File: src/mrle_pkg.sv
// Shared types, codes and helpers of the mask RLE stream decoder.
package mrle_pkg;

  localparam logic [2:0] KIND_HDR  = 3'd0;
  localparam logic [2:0] KIND_MASK = 3'd1;
  localparam logic [2:0] KIND_RUN  = 3'd2;
  localparam logic [2:0] KIND_VAL  = 3'd3;
  localparam logic [2:0] KIND_ERR  = 3'd4;

  localparam int HDR_LEN    = 8;   // header bytes held before the last one arrives
  localparam int QDEPTH     = 2;
  localparam int QPTR_W     = $clog2(QDEPTH);
  localparam int QCNT_W     = $clog2(QDEPTH + 1);
  localparam logic [7:0] RUN_FLAG = 8'h80;

  typedef enum logic [4:0] {
    PH_IDLE = 5'b00001,
    PH_HDR  = 5'b00010,
    PH_MASK = 5'b00100,
    PH_VAL  = 5'b01000,
    PH_DONE = 5'b10000
  } phase_t;

  typedef struct packed {
    logic [2:0]         kind;
    logic [15:0]        frame_index;
    logic [14:0]        mask;
    logic [15:0]        start_index;
    logic [6:0]         run_length;
    logic [7:0]         byte_value;
    logic [31:0]        value_index;
    logic signed [7:0]  first_frame;
    logic [15:0]        frame_count;
    logic [7:0]         frame_rate;
    logic [7:0]         target_count;
    logic [31:0]        value_count;
  } res_t;

  typedef struct packed {
    logic full;
    logic empty;
  } qstat_t;

  function automatic logic [3:0] popcount15(input logic [14:0] v);
    logic [3:0] n;
    n = '0;
    for (int i = 0; i < 15; i++) begin
      n = n + 4'(v[i]);
    end
    return n;
  endfunction

endpackage

File: src/mrle_in_if.sv
// Input byte channel.
interface mrle_in_if;
  logic       valid;
  logic       ready;
  logic [7:0] byte_in;
  logic       blob_start;

  modport source (output valid, output byte_in, output blob_start, input ready);
  modport sink   (input valid, input byte_in, input blob_start, output ready);
endinterface

File: src/mrle_out_if.sv
// Result record channel.
interface mrle_out_if;
  logic               valid;
  logic               ready;
  logic [2:0]         kind;
  logic [15:0]        frame_index;
  logic [14:0]        mask;
  logic [15:0]        start_index;
  logic [6:0]         run_length;
  logic [7:0]         byte_value;
  logic [31:0]        value_index;
  logic signed [7:0]  first_frame;
  logic [15:0]        frame_count;
  logic [7:0]         frame_rate;
  logic [7:0]         target_count;
  logic [31:0]        value_count;

  modport source (output valid, output kind, output frame_index, output mask,
                  output start_index, output run_length, output byte_value,
                  output value_index, output first_frame, output frame_count,
                  output frame_rate, output target_count, output value_count,
                  input ready);
  modport sink   (input valid, input kind, input frame_index, input mask,
                  input start_index, input run_length, input byte_value,
                  input value_index, input first_frame, input frame_count,
                  input frame_rate, input target_count, input value_count,
                  output ready);
endinterface

File: src/mrle_queue.sv
// Short record queue between the parser and the output stage.
module mrle_queue
  import mrle_pkg::*;
(
  input  logic   clk,
  input  logic   rst_n,
  input  logic   push,
  input  res_t   push_data,
  input  logic   pop,
  output res_t   pop_data,
  output qstat_t stat
);

  res_t              mem_r [QDEPTH];
  logic [QPTR_W-1:0] wr_ptr_r;
  logic [QPTR_W-1:0] rd_ptr_r;
  logic [QCNT_W-1:0] count_r;

  assign stat.full  = (count_r == QCNT_W'(QDEPTH));
  assign stat.empty = (count_r == '0);
  assign pop_data   = mem_r[rd_ptr_r];

  always_ff @(posedge clk) begin
    if (push) begin
      mem_r[wr_ptr_r] <= push_data;
    end
  end

  always_ff @(posedge clk) begin
    if (!rst_n) begin
      wr_ptr_r <= '0;
      rd_ptr_r <= '0;
      count_r  <= '0;
    end else begin
      if (push) begin
        wr_ptr_r <= (wr_ptr_r == QPTR_W'(QDEPTH - 1)) ? '0 : wr_ptr_r + 1'b1;
      end
      if (pop) begin
        rd_ptr_r <= (rd_ptr_r == QPTR_W'(QDEPTH - 1)) ? '0 : rd_ptr_r + 1'b1;
      end
      if (push && !pop) begin
        count_r <= count_r + 1'b1;
      end else if (pop && !push) begin
        count_r <= count_r - 1'b1;
      end
    end
  end

endmodule

File: src/mrle_front.sv
// Byte parser: header capture, mask/run/value classification, frame and value counts.
module mrle_front
  import mrle_pkg::*;
#(
  parameter int MASK_WIDTH = 15
) (
  input  logic   clk,
  input  logic   rst_n,
  mrle_in_if.sink in_ch,
  input  qstat_t q_stat,
  output logic   push,
  output res_t   push_data
);

  localparam logic [14:0] MASK_KEEP = 15'((32'd1 << MASK_WIDTH) - 32'd1);

  phase_t      phase_r, phase_nxt;
  logic [3:0]  hdr_pos_r, hdr_pos_nxt;
  logic [7:0]  hdr_r [HDR_LEN];
  logic [15:0] tot_frames_r, tot_frames_nxt;
  logic [31:0] tot_values_r, tot_values_nxt;
  logic [15:0] frames_done_r, frames_done_nxt;
  logic        high_pend_r, high_pend_nxt;
  logic [6:0]  high_bits_r, high_bits_nxt;
  logic [31:0] values_done_r, values_done_nxt;

  logic        accept;
  logic        hdr_wr;
  logic [2:0]  hdr_wr_idx;
  logic [7:0]  b;
  logic [15:0] left;
  logic [16:0] frames_sum;
  logic [15:0] fc;
  logic [31:0] vc;
  logic [6:0]  run_n;
  res_t        res;
  logic        has_res;

  assign in_ch.ready = !q_stat.full;
  assign accept      = in_ch.valid && in_ch.ready;
  assign b           = in_ch.byte_in;
  assign left        = tot_frames_r - frames_done_r;
  assign fc          = {hdr_r[2], hdr_r[1]};
  assign vc          = {b, hdr_r[7], hdr_r[6], hdr_r[5]};
  assign push        = accept && has_res;
  assign push_data   = res;

  always_comb begin
    phase_nxt       = phase_r;
    hdr_pos_nxt     = hdr_pos_r;
    tot_frames_nxt  = tot_frames_r;
    tot_values_nxt  = tot_values_r;
    frames_done_nxt = frames_done_r;
    high_pend_nxt   = high_pend_r;
    high_bits_nxt   = high_bits_r;
    values_done_nxt = values_done_r;
    hdr_wr          = 1'b0;
    hdr_wr_idx      = hdr_pos_r[2:0];
    frames_sum      = 17'(frames_done_r);
    run_n           = b[6:0];
    res             = '0;
    has_res         = 1'b0;

    if (accept) begin
      if (in_ch.blob_start) begin
        // restart: this byte is header byte 0
        phase_nxt       = PH_HDR;
        hdr_pos_nxt     = 4'd1;
        hdr_wr          = 1'b1;
        hdr_wr_idx      = '0;
        tot_frames_nxt  = '0;
        tot_values_nxt  = '0;
        frames_done_nxt = '0;
        high_pend_nxt   = 1'b0;
        high_bits_nxt   = '0;
        values_done_nxt = '0;
      end else begin
        case (phase_r)
          PH_HDR: begin
            if (hdr_pos_r < 4'(HDR_LEN)) begin
              hdr_wr      = 1'b1;
              hdr_pos_nxt = hdr_pos_r + 4'd1;
            end else begin
              has_res          = 1'b1;
              res.kind         = KIND_HDR;
              res.first_frame  = hdr_r[0];
              res.frame_count  = fc;
              res.frame_rate   = hdr_r[3];
              res.target_count = hdr_r[4];
              res.value_count  = vc;
              tot_frames_nxt   = fc;
              tot_values_nxt   = vc;
              hdr_pos_nxt      = '0;
              if (fc != '0) begin
                phase_nxt = PH_MASK;
              end else begin
                phase_nxt = (vc == '0) ? PH_DONE : PH_VAL;
              end
            end
          end
          PH_MASK: begin
            if (high_pend_r) begin
              has_res         = 1'b1;
              res.kind        = KIND_MASK;
              res.frame_index = frames_done_r;
              res.mask        = {high_bits_r, b} & MASK_KEEP;
              high_pend_nxt   = 1'b0;
              frames_sum      = 17'(frames_done_r) + 17'd1;
            end else if ((b & RUN_FLAG) != '0) begin
              if (run_n != '0) begin
                has_res         = 1'b1;
                res.frame_index = frames_done_r;
                if (16'(run_n) > left) begin
                  res.kind = KIND_ERR;
                  run_n    = left[6:0];
                end else begin
                  res.kind = KIND_RUN;
                end
                res.run_length = run_n;
                frames_sum     = 17'(frames_done_r) + 17'(run_n);
              end
            end else begin
              high_bits_nxt = b[6:0];
              high_pend_nxt = 1'b1;
            end
            frames_done_nxt = frames_sum[15:0];
            if (has_res && frames_sum >= 17'(tot_frames_r)) begin
              phase_nxt = (tot_values_r == '0) ? PH_DONE : PH_VAL;
            end
          end
          PH_VAL: begin
            has_res         = 1'b1;
            res.kind        = KIND_VAL;
            res.byte_value  = b;
            res.value_index = values_done_r;
            values_done_nxt = values_done_r + 32'd1;
            if (values_done_nxt >= tot_values_r) begin
              phase_nxt = PH_DONE;
            end
          end
          PH_IDLE, PH_DONE: begin
            // drop the byte
          end
          default: begin
            phase_nxt = PH_IDLE;
          end
        endcase
      end
    end
  end

  always_ff @(posedge clk) begin
    if (hdr_wr) begin
      hdr_r[hdr_wr_idx] <= b;
    end
  end

  always_ff @(posedge clk) begin
    if (!rst_n) begin
      phase_r       <= PH_IDLE;
      hdr_pos_r     <= '0;
      tot_frames_r  <= '0;
      tot_values_r  <= '0;
      frames_done_r <= '0;
      high_pend_r   <= 1'b0;
      high_bits_r   <= '0;
      values_done_r <= '0;
    end else begin
      phase_r       <= phase_nxt;
      hdr_pos_r     <= hdr_pos_nxt;
      tot_frames_r  <= tot_frames_nxt;
      tot_values_r  <= tot_values_nxt;
      frames_done_r <= frames_done_nxt;
      high_pend_r   <= high_pend_nxt;
      high_bits_r   <= high_bits_nxt;
      values_done_r <= values_done_nxt;
    end
  end

endmodule

File: src/mrle_back.sv
// Output stage: popcount prefix for frame masks and the result register.
module mrle_back
  import mrle_pkg::*;
(
  input  logic   clk,
  input  logic   rst_n,
  input  qstat_t q_stat,
  input  res_t   q_data,
  output logic   pop,
  mrle_out_if.source out_ch
);

  logic        out_valid_r;
  res_t        out_r;
  res_t        out_nxt;
  logic [15:0] running_r, running_nxt;

  assign pop = !q_stat.empty && (!out_valid_r || out_ch.ready);

  always_comb begin
    out_nxt     = q_data;
    running_nxt = running_r;
    case (q_data.kind)
      KIND_HDR: begin
        running_nxt = '0;
      end
      KIND_MASK: begin
        out_nxt.start_index = running_r;
        running_nxt         = running_r + 16'(popcount15(q_data.mask));
      end
      default: begin
        running_nxt = running_r;
      end
    endcase
  end

  always_ff @(posedge clk) begin
    if (pop) begin
      out_r <= out_nxt;
    end
  end

  always_ff @(posedge clk) begin
    if (!rst_n) begin
      out_valid_r <= 1'b0;
      running_r   <= '0;
    end else begin
      if (pop) begin
        out_valid_r <= 1'b1;
        running_r   <= running_nxt;
      end else if (out_ch.ready) begin
        out_valid_r <= 1'b0;
      end
    end
  end

  assign out_ch.valid        = out_valid_r;
  assign out_ch.kind         = out_r.kind;
  assign out_ch.frame_index  = out_r.frame_index;
  assign out_ch.mask         = out_r.mask;
  assign out_ch.start_index  = out_r.start_index;
  assign out_ch.run_length   = out_r.run_length;
  assign out_ch.byte_value   = out_r.byte_value;
  assign out_ch.value_index  = out_r.value_index;
  assign out_ch.first_frame  = out_r.first_frame;
  assign out_ch.frame_count  = out_r.frame_count;
  assign out_ch.frame_rate   = out_r.frame_rate;
  assign out_ch.target_count = out_r.target_count;
  assign out_ch.value_count  = out_r.value_count;

endmodule

File: src/mask_rle_stream_decoder.sv
// Top level of the mask RLE stream decoder.
//
//   channel  | direction | payload
//   ---------+-----------+--------------------------------------------------
//   in_ch    | sink      | byte_in, blob_start
//   out_ch   | source    | kind, frame/mask/run/value fields, header fields
//
// One byte is accepted per cycle while the queue is not full; a byte that yields a record is
// written into the queue, and from there into the output register that drives out_ch.
// The parser updates its state on every accepted byte; the two-entry queue holds records while
// out_ch stalls, and in_ch.ready drops once the queue is full.
// rst_n is synchronous; it returns the parser to idle and empties queue and output.
module mask_rle_stream_decoder
  import mrle_pkg::*;
#(
  parameter int MASK_WIDTH = 15
) (
  input  logic clk,
  input  logic rst_n,
  mrle_in_if.sink    in_ch,
  mrle_out_if.source out_ch
);

  logic   push;
  logic   pop;
  res_t   push_data;
  res_t   q_data;
  qstat_t q_stat;

  mrle_front #(.MASK_WIDTH(MASK_WIDTH)) u_front (
    .clk       (clk),
    .rst_n     (rst_n),
    .in_ch     (in_ch),
    .q_stat    (q_stat),
    .push      (push),
    .push_data (push_data)
  );

  mrle_queue u_queue (
    .clk       (clk),
    .rst_n     (rst_n),
    .push      (push),
    .push_data (push_data),
    .pop       (pop),
    .pop_data  (q_data),
    .stat      (q_stat)
  );

  mrle_back u_back (
    .clk    (clk),
    .rst_n  (rst_n),
    .q_stat (q_stat),
    .q_data (q_data),
    .pop    (pop),
    .out_ch (out_ch)
  );

endmodule

File: src/flat_wrapper.sv
// flat-port wrapper written by rule: the top's interface ports become plain ports
module mask_rle_stream_decoder_flat import mrle_pkg::*;
#(
  parameter int MASK_WIDTH = 15
)
  (clk, rst_n, in_ch_valid, in_ch_byte_in, in_ch_blob_start, in_ch_ready, out_ch_valid, out_ch_kind, out_ch_frame_index, out_ch_mask, out_ch_start_index, out_ch_run_length, out_ch_byte_value, out_ch_value_index, out_ch_first_frame, out_ch_frame_count, out_ch_frame_rate, out_ch_target_count, out_ch_value_count, out_ch_ready);
  mrle_in_if in_ch_i ();
  mrle_out_if out_ch_i ();
  input  logic clk;
  input  logic rst_n;
  input wire logic [$bits(in_ch_i.valid)-1:0] in_ch_valid;
  input wire logic [$bits(in_ch_i.byte_in)-1:0] in_ch_byte_in;
  input wire logic [$bits(in_ch_i.blob_start)-1:0] in_ch_blob_start;
  output wire logic [$bits(in_ch_i.ready)-1:0] in_ch_ready;
  output wire logic [$bits(out_ch_i.valid)-1:0] out_ch_valid;
  output wire logic [$bits(out_ch_i.kind)-1:0] out_ch_kind;
  output wire logic [$bits(out_ch_i.frame_index)-1:0] out_ch_frame_index;
  output wire logic [$bits(out_ch_i.mask)-1:0] out_ch_mask;
  output wire logic [$bits(out_ch_i.start_index)-1:0] out_ch_start_index;
  output wire logic [$bits(out_ch_i.run_length)-1:0] out_ch_run_length;
  output wire logic [$bits(out_ch_i.byte_value)-1:0] out_ch_byte_value;
  output wire logic [$bits(out_ch_i.value_index)-1:0] out_ch_value_index;
  output wire logic [$bits(out_ch_i.first_frame)-1:0] out_ch_first_frame;
  output wire logic [$bits(out_ch_i.frame_count)-1:0] out_ch_frame_count;
  output wire logic [$bits(out_ch_i.frame_rate)-1:0] out_ch_frame_rate;
  output wire logic [$bits(out_ch_i.target_count)-1:0] out_ch_target_count;
  output wire logic [$bits(out_ch_i.value_count)-1:0] out_ch_value_count;
  input wire logic [$bits(out_ch_i.ready)-1:0] out_ch_ready;
  assign in_ch_i.valid = in_ch_valid;
  assign in_ch_i.byte_in = in_ch_byte_in;
  assign in_ch_i.blob_start = in_ch_blob_start;
  assign in_ch_ready = in_ch_i.ready;
  assign out_ch_valid = out_ch_i.valid;
  assign out_ch_kind = out_ch_i.kind;
  assign out_ch_frame_index = out_ch_i.frame_index;
  assign out_ch_mask = out_ch_i.mask;
  assign out_ch_start_index = out_ch_i.start_index;
  assign out_ch_run_length = out_ch_i.run_length;
  assign out_ch_byte_value = out_ch_i.byte_value;
  assign out_ch_value_index = out_ch_i.value_index;
  assign out_ch_first_frame = out_ch_i.first_frame;
  assign out_ch_frame_count = out_ch_i.frame_count;
  assign out_ch_frame_rate = out_ch_i.frame_rate;
  assign out_ch_target_count = out_ch_i.target_count;
  assign out_ch_value_count = out_ch_i.value_count;
  assign out_ch_i.ready = out_ch_ready;
  mask_rle_stream_decoder #(.MASK_WIDTH(MASK_WIDTH)) u_core (.clk(clk), .rst_n(rst_n), .in_ch(in_ch_i), .out_ch(out_ch_i));
endmodule
File: config.mk
export PLATFORM = sky130hd
export DESIGN_NAME = mask_rle_stream_decoder_flat
export DESIGN_NICKNAME = d
export VERILOG_FILES = /design/src/mrle_pkg.sv /design/src/mrle_in_if.sv /design/src/mrle_out_if.sv /design/src/mrle_queue.sv /design/src/mrle_front.sv /design/src/mrle_back.sv /design/src/mask_rle_stream_decoder.sv /design/src/flat_wrapper.sv
export SDC_FILE = /design/constraint.sdc
export NUM_CORES = 1
export LEC_CHECK = 0
export BUFFER_PORTS_ARGS = -buffer_cell sky130_fd_sc_hd__buf_4
export CORE_MARGIN = 4
export CORE_UTILIZATION = 25
export CTS_CLUSTER_DIAMETER = 80
export CTS_CLUSTER_SIZE = 10
export DETAILED_ROUTE_END_ITERATION = 8
export GPL_ROUTABILITY_DRIVEN = 0
export HOLD_SLACK_MARGIN = 0.1
export PLACE_DENSITY = 0.51
export SLEW_MARGIN = 30
export SYNTH_ARGS = -nofsm -noshare
export SYNTH_HDL_FRONTEND = slang
export SYNTH_SLANG_ARGS = --single-unit
File: constraint.sdc
create_clock -name clk -period 11.9 [get_ports clk]
set_clock_uncertainty 0.05 [all_clocks]
set_input_delay 2.38 -clock clk [delete_from_list [all_inputs] [get_ports clk]]
set_output_delay 2.38 -clock clk [all_outputs]
set_load 0.01 [all_outputs]
==> run metrics, run 1 <==
outcome=complete, no violations; First-pass DRT Iterations=5; clock share of power=0.355; Pint=around 4500 µW; cell mode on critical path=ha_1; Worst-Margin Slew=a little over 900 ps; Layout fillers=about 11000; worst r2r path cells=32; Hold Crit Class=reg2reg; Post-CTS Hold Fix Bufs=0; layout cell share with drive strength beyond 1=0.204; relative slew slack=0.395; I/O pin count=184; Max Clk Rate=about 120 MHz; worst reg2reg setup slack=between 3000 and 4000 ps; Top delay family on crit path=compound AO/OA/AOI/OAI gates; switch share=0.266; WS Path Type=reg2reg; R2R Path End=u_core.u_front.phase_r[0]; crit path launch type=flop; max capacitance violation total=0; dpl cell area=0.0315 mm²; Vert. Die Dim=about 340 µm; top-area cell type share of the netlist area=0.572; Syn-to-layout area delta=19.7%; Die W=~340 µm; final instance area=0.0338 mm²; clock root cell=clkbuf_16; Comb power frac=0.163; Buffers & Inverters on Critical Path=3; Placed Cells=3678; full die area=between 0.1 and 0.15 mm²; Clock Latency Late Sink=650 ps; ys async rst share=0; Longest Clk Path Bufs=3; top cells by area, synth=edfxtp_1 57%, dfxtp_1 9.6%, mux2_2 5.8%; initial antenna violation count=7; gr busiest metal=met2; RSZ-0062 raised after global routing=no; count leader, synth=edfxtp_1; vias in the first global route=17600; Mapped Cells=approximately 2100; DP HPWL=52300 µm; leakage=0.0116 µW; Clk pin slew, worst setup/hold paths=~60 ps; first-pass GRT wire length=approximately 110000 µm; # rows=123; Overflow after GRT=0; Final setup violation count=0; CTS Sinks=roughly 670; Slowest cell on crit path=a2111oi_4; post-synthesis cell type count=between 70 and 80; TritonCTS Buffers=77; met2 usage=0.220; post-CTS sizing=0; syn nets=2174; Worst EP required=around 12000 ps; CP arrival=roughly 9000 ps; Hold Path Origin=u_core.u_front.high_bits_r[1]; Pwr Density=180 mW/mm²; final worst path period need=approximately 8600 ps; Core Region=between 0.1 and 0.15 mm²; Period Utilization, post-route=0.720; H-Tree Depth=3; Syn Area/Cell=between 10 and 15 µm²; Avg Vias per Cell=around 4.5; Psw=~1600 µW; prevailing post-synth register cell=edfxtp_1; Max Transition Viols Final=0; wire per inst=~20 µm; Crit path largest cell delay=around 710 ps; DR iter-0 viols=1251; Yosys top cell by area=edfxtp_1; Initial Utilization=0.252; met3 Usage GRT=0.0229; Detailed Route WL=around 75000 µm; number of synthesized flops with an enable pin=between 500 and 600; synthesis warning total=0; DRC Markers=0; Min Hold Slack=444 ps; fin util=0.301; TNS Setup=0 ps; maximum vdd ir drop=roughly 0.00021 V; Mapped Area=roughly 0.028 mm²; hold path endpoint=u_core.u_front.high_bits_r[1]; register area share after synthesis=0.668; CP Max Fanout=8; Fin. Hold Viols=0; sequential share of power=0.482; TritonCTS clock tree=yes; DRT antenna net count=0; GRT Util Overall=0.124; pin count of the biggest net entering global routing=around 120; start of the worst register-to-register path=u_core.u_front.frames_done_r[0]; met1 usage=0.154; critical path endpoint category=flop; Commonest cells post-synth=539 x edfxtp_1, 178 x nor2_1, 146 x mux2_2; flops & latches, synth=between 600 and 700; Non-Filler Instances=approximately 3800; Layout Nets=~2400; vias=17200; hold path cells=2; number of post-CTS setup repair buffers=0; I/O Buffers=~180
==> power groups by stage <==
stage	Sequential (µW)	Clock (µW)	Combinational [µW]
2_1_floorplan	3130	0	737
3_5_place_dp	3000	0	1030
6_report	2940	2170	996
5_1_grt	2970	2350	1080
4_1_cts	2950	2240	1030
3_3_place_gp	3000	0	1020
==> per-stage QoR <==
step	total power (µW)	setup WS [ps]
2_1_floorplan	3870	156
3_3_place_gp	4020	3110
3_5_place_dp	4030	2900
4_1_cts	6230	3430
5_1_grt	6400	2620
6_report	6100	3340
==> tightest hold or removal path, cell delays in order, from the launching register on <==
cell and delay (ps):
dfxtp_1 320, a22oi_1 60, nor2_1 70
==> routing by layer <==
metal,vias up,part of all wire
li1,8032,-
met1,8657,0.42
met2,442,0.51
met3,111,0.048
met4,2,0.023
met5,-,0.00017
==> area by class of cell <==
type	instances	area, µm²	area share
diodes	1	2.50	0.0000739
repair buffers	206	1630	0.0481
inverters	101	380	0.0112
multi-input cells	1199	8780	0.259
flip-flops and latches	674	18900	0.558
well taps	1500	1880	0.0554
clock inverters	8	160	0.00473
clock buffers	131	2130	0.0629
==> cells by family (layout without fill, tap and decap cells) <==
kind of cell / Yosys count / in the layout / synth area share
DFF: 674 / 674 / 0.668
other: 0 / 1 / 0
muxes: 166 / 166 / 0.0663
and+or+nand+nor: 580 / 580 / 0.106
adders and majority gates: 105 / 105 / 0.0499
xor gates and xnor gates: 68 / 68 / 0.0213
buffers and inverters: 183 / 446 / 0.0247
AOI/OAI and AO/OA: 280 / 280 / 0.0640
==> worst max-delay path by stage <==
stage / startpoint / to / cells past startpoint
6_report: u_core.u_front.frames_done_r[0] / u_core.u_front.phase_r[0] / 32
5_1_grt: u_core.u_front.frames_done_r[0] / u_core.u_front.phase_r[0] / 32
4_1_cts: u_core.u_front.frames_done_r[0] / u_core.u_front.phase_r[0] / 32
3_5_place_dp: in_ch_byte_in[0] / u_core.u_front.phase_r[0] / 25
3_3_place_gp: in_ch_byte_in[3] / u_core.u_front.phase_r[0] / 24
2_1_floorplan: out_ch_ready / u_core.u_back.running_r[5] / 5
==> placed cells by master (no fill, tap or decap), types with 4 or more instances in the layout <==
cell type  instances
a31oi_1            6
nand4_1           24
a21o_1            19
clkbuf_16         77
nand3_1           31
nand2b_1           8
mux2_4             6
nor3_2             4
a22oi_1           41
nor2b_1            9
a221oi_1           4
buf_4            200
nand3b_1           6
mux2_2           146
inv_1            100
o21bai_1           5
nor4_1            20
nand2_1           66
clkbuf_1          54
and3_1            84
dfxtp_1          134
and4_1             4
fa_1              13
nor3b_1            5
a211oi_1          10
xnor2_1           39
xor2_1            28
a21oi_1          104
or3_1              6
and2b_1            5
mux2i_1           14
and2_1            77
edfxtp_1         539
o21ai_1            6
nor2_1           173
ha_1              92
nor3_1            39
o21ai_0           41
==> state kept, by name, indices dropped and copies added (netlist names), 7 cells and up, named ones only <==
signal                             cells
u_core.u_back.out_ch.target_count      8
u_core.u_back.out_ch.value_index      32
u_core.u_back.running_r               16
u_core.u_back.out_ch.frame_index      16
u_core.u_front.frames_done_r          16
u_core.u_queue.mem_r                 306
u_core.u_back.out_ch.frame_count      16
u_core.u_front.values_done_r          32
u_core.u_front.high_bits_r             7
u_core.u_back.out_ch.first_frame       8
u_core.u_front.tot_frames_r           16
u_core.u_back.out_ch.byte_value        8
u_core.u_front.hdr_r                  64
u_core.u_back.out_ch.value_count      32
u_core.u_back.out_ch.run_length        7
u_core.u_back.out_ch.mask             15
u_core.u_back.out_ch.start_index      16
u_core.u_back.out_ch.frame_rate        8
u_core.u_front.tot_values_r           32
No activity file was read; power rests on OpenSTA's default activity.
==> inputs of run 2 (changes only) <==
==> constraint.sdc (replaced) <==
create_clock -name clk -period 7.5 [get_ports clk]
set_clock_uncertainty 0.05 [all_clocks]
set_input_delay 1.5 -clock clk [delete_from_list [all_inputs] [get_ports clk]]
set_output_delay 1.5 -clock clk [all_outputs]
set_load 0.01 [all_outputs]
==> run 2 against run 1 <==
  * Flip-flop and latch count did not move
  * Global-route usage barely moved
  * Highest routed layer unchanged
  * Critical path depth rose by 3
  * Worst hold slack improved by 1.1 ps
  * Clock power rose by 60%
  * Via count rose by 0.39%
  * Final area rose by 0.40%
  * Power rose by 68%
  * Count of clock-buffer cells in the layout rose by 4
  * Wire length rose by 0.40%
==> run metrics, run 2 (synthesis results as in run 1) <==
outcome=complete, no violations; clock root cell=clkbuf_16; Final setup violation count=0 (unchanged); Worst-Margin Slew=901 ps (-6.65 ps); DRT antenna net count=0 (unchanged); H-Tree Depth=3 (unchanged); Crit path largest cell delay=430 ps (-280 ps); GRT Util Overall=0.124 (about the same); Layout Nets=2395 (+0.76%); critical path endpoint category=flop; final worst path period need=6990 ps (-1580 ps); Hold Path Origin=u_core.u_front.high_bits_r[3]; final instance area=0.0340 mm² (+0.40%); Layout fillers=11400 (+0.035%); Pwr Density=302 mW/mm² (+67%); relative slew slack=0.397 (+0.00222); Avg Vias per Cell=4.51 (-0.18%); full die area=0.119 mm² (unchanged); First-pass DRT Iterations=5 (unchanged); Hold Crit Class=reg2reg; DRC Markers=0 (unchanged); Min Hold Slack=445 ps (+1.13 ps); Overflow after GRT=0 (unchanged); maximum vdd ir drop=0.000275 V (+31%); Clock Latency Late Sink=630 ps (-20 ps); Non-Filler Instances=3842 (+0.58%); wire per inst=19.6 µm (-0.17%); first-pass GRT wire length=111000 µm (+0.13%); crit path launch type=flop; DR iter-0 viols=1177 (-5.9%); max reg flops=306 (unchanged); layout cell share with drive strength beyond 1=0.214 (+0.0105); initial antenna violation count=7 (unchanged); max capacitance violation total=0 (unchanged); Vert. Die Dim=344 µm (unchanged); CP Max Fanout=7 (-1); Slowest cell on crit path=fa_2; Longest Clk Path Bufs=3 (unchanged); Placed Cells=3694 (+0.44%); Max Transition Viols Final=0 (unchanged); leakage=0.0116 µW (-0.44%); dpl cell area=0.0316 mm² (+0.33%); source of the critical timing path=u_core.u_front.tot_frames_r[0]; Clk pin slew, worst setup/hold paths=60 ps (about the same); Die W=344 µm (unchanged); commonest non-fill, non-tap cell in the layout=edfxtp_1; pin count of the biggest net entering global routing=122 (+0.83%); I/O pin count=184 (unchanged); DP HPWL=51800 µm (-1.1%); Fin. Hold Viols=0 (unchanged); TritonCTS Buffers=78 (+1.3%); Initial Utilization=0.252 (unchanged); Detailed Route WL=75300 µm (+0.40%); Worst EP required=7960 ps (-4410 ps); start of the worst register-to-register path=u_core.u_front.tot_frames_r[0]; Core Region=0.112 mm² (unchanged); commonest cells after routing, fill and taps aside=539 x edfxtp_1, 218 x buf_4, 174 x nor2_1; Period Utilization, post-route=0.931 (+0.212); TNS Setup=0 ps (unchanged); WS Path Type=reg2reg; RSZ-0062 raised after global routing=no; Largest regs=u_core.u_queue.mem_r x306, u_core.u_front.hdr_r x64; CP arrival=7440 ps (-1600 ps); vias=17300 (+0.39%); # rows=123 (unchanged); Max Clk Rate=143 MHz (+23%); register with the most flip-flops=u_core.u_queue.mem_r; I/O Buffers=183 (unchanged); TritonCTS clock tree=yes; CTS Sinks=674 (unchanged); vias in the first global route=17700 (+0.33%); Syn-to-layout area delta=20.2%
[run 2: cell types whose count changed in the layout (fill, tap and decap cells not counted), moves of 2 or more]
cell	change
buf_4	+18
buf_16	-3
clkinv_16	-3
clkbuf_16	+2
o21ai_0	-2
[run 2: final timing paths]
path / cells past startpoint / end / slack [ps]
min: 2 / u_core.u_front.high_bits_r[3] / 440
min reg2reg: 2 / u_core.u_front.high_bits_r[3] / 440
max reg2reg: 35 / u_core.u_front.phase_r[0] / 510
max: 35 / u_core.u_front.phase_r[0] / 510
[run 2: cell type report]
| class | instances | area, µm² | area share |
|---|---|---|---|
| antenna | 1 | 2.50 | 0.0000736 |
| clock buffer | 135 | 2200 | 0.0646 |
| clock inverter | 9 | 109 | 0.00320 |
| inverter | 101 | 380 | 0.0112 |
| multi-input combinational | 1199 | 8820 | 0.259 |
| sequential | 674 | 18900 | 0.556 |
| tap | 1500 | 1880 | 0.0552 |
| timing repair buffer | 223 | 1710 | 0.0503 |
[run 2: worst max-delay path, delay by kind of cell, from the launching register on]
| family | cells | cell delay (ps) |
|---|---|---|
| AOI/OAI and AO/OA | 15 | 3050 |
| adders and majority gates | 5 | 1480 |
| buffers and inverters | 6 | 690 |
| and+or+nand+nor | 6 | 640 |
| DFF | 1 | 330 |
| xor gates and xnor gates | 2 | 310 |
| muxes | 1 | 310 |
[run 2: routing by layer]
layer / global-route usage / routed length [µm] / vias up
li1: - / - / 8079
met1: 0.156 / 32000 / 8646
met2: 0.219 / 38000 / 462
met3: 0.0210 / 3370 / 123
met4: 0.0372 / 1950 / 2
met5: 0 / 13 / -
[run 2: timing repair]
item                                    in CTS  in global routing
endpoints found under the setup margin       1                  4
hold buffers                                 0                  0
buffers inserted                             0                  3
resized for setup                            1                 11
pin swaps                                    0                  4
[run 2: report_power, final]
| part | total (µW) | internal [µW] | switching, µW |
|---|---|---|---|
| clock | 3480 | 2000 | 1480 |
| combinational | 2070 | 859 | 1210 |
| sequential | 4710 | 4530 | 179 |
[run 2: per-stage QoR]
stage	total power (µW)	util	worst slack [ps]
final	10300	0.303	515
after CTS	10500	0.302	14.4
after floorplan	6030	-	276
after global routing	10800	0.302	12.9
after global placement	6940	0.281	258
after detailed placement	6960	0.281	40.0
==> inputs of run 3 (changes only) <==
--- a/config.mk
+++ b/config.mk
@@ -13,7 +13,8 @@
 export DETAILED_ROUTE_END_ITERATION = 8
 export GPL_ROUTABILITY_DRIVEN = 0
 export HOLD_SLACK_MARGIN = 0.1
-export PLACE_DENSITY = 0.51
+export PLACE_DENSITY_LB_ADDON = 0.05
+export REMOVE_ABC_BUFFERS = 1
 export SLEW_MARGIN = 30
 export SYNTH_ARGS = -nofsm -noshare
 export SYNTH_HDL_FRONTEND = slang
==> run 3 against run 2 <==
  * Die area stayed put
  * Critical path depth is 1 lower
  * Count of clock-buffer cells in the layout grew 5
  * Worst setup slack got worse by 110 ps
  * Wire length grew 6.8%
  * Fmax down 1.5%
  * Final area grew 0.69%
  * Power is 5.8% higher
  * Via count shrank 0.52%
  * Worst hold slack improved by 1.7 ps
  * Non-clock buffer count rose by 12
  * Largest cell class unchanged
==> run metrics, run 3 (synthesis results as in run 1) <==
outcome=complete, no violations; fin util=0.305 (+0.00208); I/O pin count=184 (unchanged); sequential share of power=0.433 (-0.026); GRT Util Overall=0.135 (+0.0109); Comb power frac=0.232 (+0.030); clock root cell=clkbuf_16; Placed Cells=3707 (+0.35%); # rows=123 (unchanged); critical path endpoint category=flop; initial antenna violation count=4 (-3); final worst path period need=7090 ps (+107 ps); Clk pin slew, worst setup/hold paths=60 ps (about the same); Detailed Route WL=80400 µm (+6.8%); switch share=0.290 (+0.0100); relative slew slack=0.332 (-0.0649); Die W=344 µm (unchanged); DRC Markers=0 (unchanged); leakage=0.0119 µW (+2.3%); crit path launch type=flop; first-pass GRT wire length=119000 µm (+7.2%); Pwr Total=10900 µW (+5.8%); H-Tree Depth=3 (unchanged); commonest cells after routing, fill and taps aside=539 x edfxtp_1, 230 x buf_4, 171 x nor2_1; Syn-to-layout area delta=21.0%; Non-Filler Instances=3859 (+0.44%); Max Clk Rate=141 MHz (-1.5%); max reg flops=306 (unchanged); Core Region=0.112 mm² (unchanged); Longest Clk Path Bufs=3 (unchanged); vias in the first global route=17800 (+0.75%); max capacitance violation total=0 (unchanged); Max Transition Viols Final=0 (unchanged); CP arrival=7560 ps (+120 ps); Avg Vias per Cell=4.46 (-0.96%); Vert. Die Dim=344 µm (unchanged); RSZ-0062 raised after global routing=no; vias=17200 (-0.52%); CP Max Fanout=3 (-4); register with the most flip-flops=u_core.u_queue.mem_r; CTS Sinks=674 (unchanged); Worst EP required=7970 ps (about the same); commonest non-fill, non-tap cell in the layout=edfxtp_1; WS Path Type=reg2reg; layout cell share with drive strength beyond 1=0.221 (+0.00661); TritonCTS Buffers=80 (+2.6%); Buffers & Inverters on Critical Path=5 (-1); pin count of the biggest net entering global routing=140 (+15%); Top delay family on crit path=compound AO/OA/AOI/OAI gates; wire per inst=20.8 µm (+6.3%); Layout Nets=2409 (+0.58%); Largest regs=u_core.u_queue.mem_r x306, u_core.u_front.hdr_r x64; Worst-Margin Slew=997 ps (+96.0 ps); Slowest cell on crit path=fa_2; DR iter-0 viols=1058 (-10%); Post-CTS Hold Fix Bufs=0 (unchanged); TNS Setup=0 ps (unchanged); maximum vdd ir drop=0.000401 V (+46%); I/O Buffers=183 (unchanged); Critical Path Stages=34 (-2.9%); clock share of power=0.336 (-0.003); Hold Crit Class=reg2reg; DP HPWL=52200 µm (+0.79%); Final setup violation count=0 (unchanged); Crit path largest cell delay=430 ps (about the same); Period Utilization, post-route=0.946 (+0.0143); TritonCTS clock tree=yes; Clock Latency Late Sink=630 ps (about the same); Psw=3150 µW (+9.6%); Pint=7710 µW (+4.3%); DRT antenna net count=0 (unchanged); Initial Utilization=0.252 (unchanged); First-pass DRT Iterations=7 (+2); Fin. Hold Viols=0 (unchanged); full die area=0.119 mm² (unchanged); hold path cells=2 (unchanged); worst r2r path cells=34 (-2.9%); Overflow after GRT=0 (unchanged); Pwr Density=317 mW/mm² (+5.1%)
run 3: changes by cell type in the layout (fill, tap and decap cells not counted), sizes merged:
cell / before / now
clkinv: 4 / 6
inv: 105 / 103
diode: 1 / 2
clkbuf: 135 / 140
buf: 223 / 235
clkinvlp: 1 / 0
run 3: path summary, 6_finish.rpt:
path	from	to	slack [ps]
max reg2reg	u_core.u_front.tot_frames_r[0]	u_core.u_front.phase_r[0]	410
max	u_core.u_front.tot_frames_r[0]	u_core.u_front.phase_r[0]	410
min	u_core.u_front.high_bits_r[0]	u_core.u_front.high_bits_r[0]	450
min reg2reg	u_core.u_front.high_bits_r[0]	u_core.u_front.high_bits_r[0]	450
run 3: through the flow:
step	hold WS (ps)	setup slack, ps	area, µm²
6_report	447	408	34200
3_5_place_dp	432	-63.8	31700
5_1_grt	469	4.71	34200
2_1_floorplan	407	-3370	28000
4_1_cts	449	43.6	34100
3_3_place_gp	422	78.2	31700
run 3: power groups by stage:
stage	Sequential [µW]	Combinational, µW	Clock [µW]
floorplan	5120	1130	0
global placement	4780	2600	0
detailed placement	4780	2610	0
CTS	4710	2620	3820
global route	4740	2870	3960
finish	4700	2510	3650
run 3: timing repair:
item                                    CTS  global route
resized for setup                         3            12
cloned                                    0             0
pin swaps                                 0             9
endpoints found under the setup margin    4             4
buffers inserted                          0             2
run 3: cell type report:
type	count	area, µm²
diodes	2	5.00
fillers	11400	78100
repair buffers	235	1820
inverters	101	380
multi-input cells	1199	8840
clock buffers	140	2330
clock inverters	8	68.8
flip-flops and latches	674	18900
well taps	1500	1880
run 3: worst register-to-register path, delay by kind of cell, from the launching register on:
kind | cells | cell delay (ps)
flip-flops | 1 | 330
adder cells (fa/ha/maj) | 6 | 1840
buffers and inverters | 5 | 480
AND/OR/NAND/NOR | 7 | 970
XOR/XNOR | 2 | 300
AO/OA/AOI/OAI | 13 | 2760
multiplexers | 1 | 240
run 3: layer usage:
| metal | global-route usage | wire length, µm | up-vias |
|---|---|---|---|
| met1 | 0.189 | 38600 | 8637 |
| met2 | 0.211 | 36100 | 366 |
| met3 | 0.0225 | 3280 | 124 |
| met5 | 0 | 13 | - |
| li1 | - | - | 8093 |
| met4 | 0.0487 | 2450 | 2 |
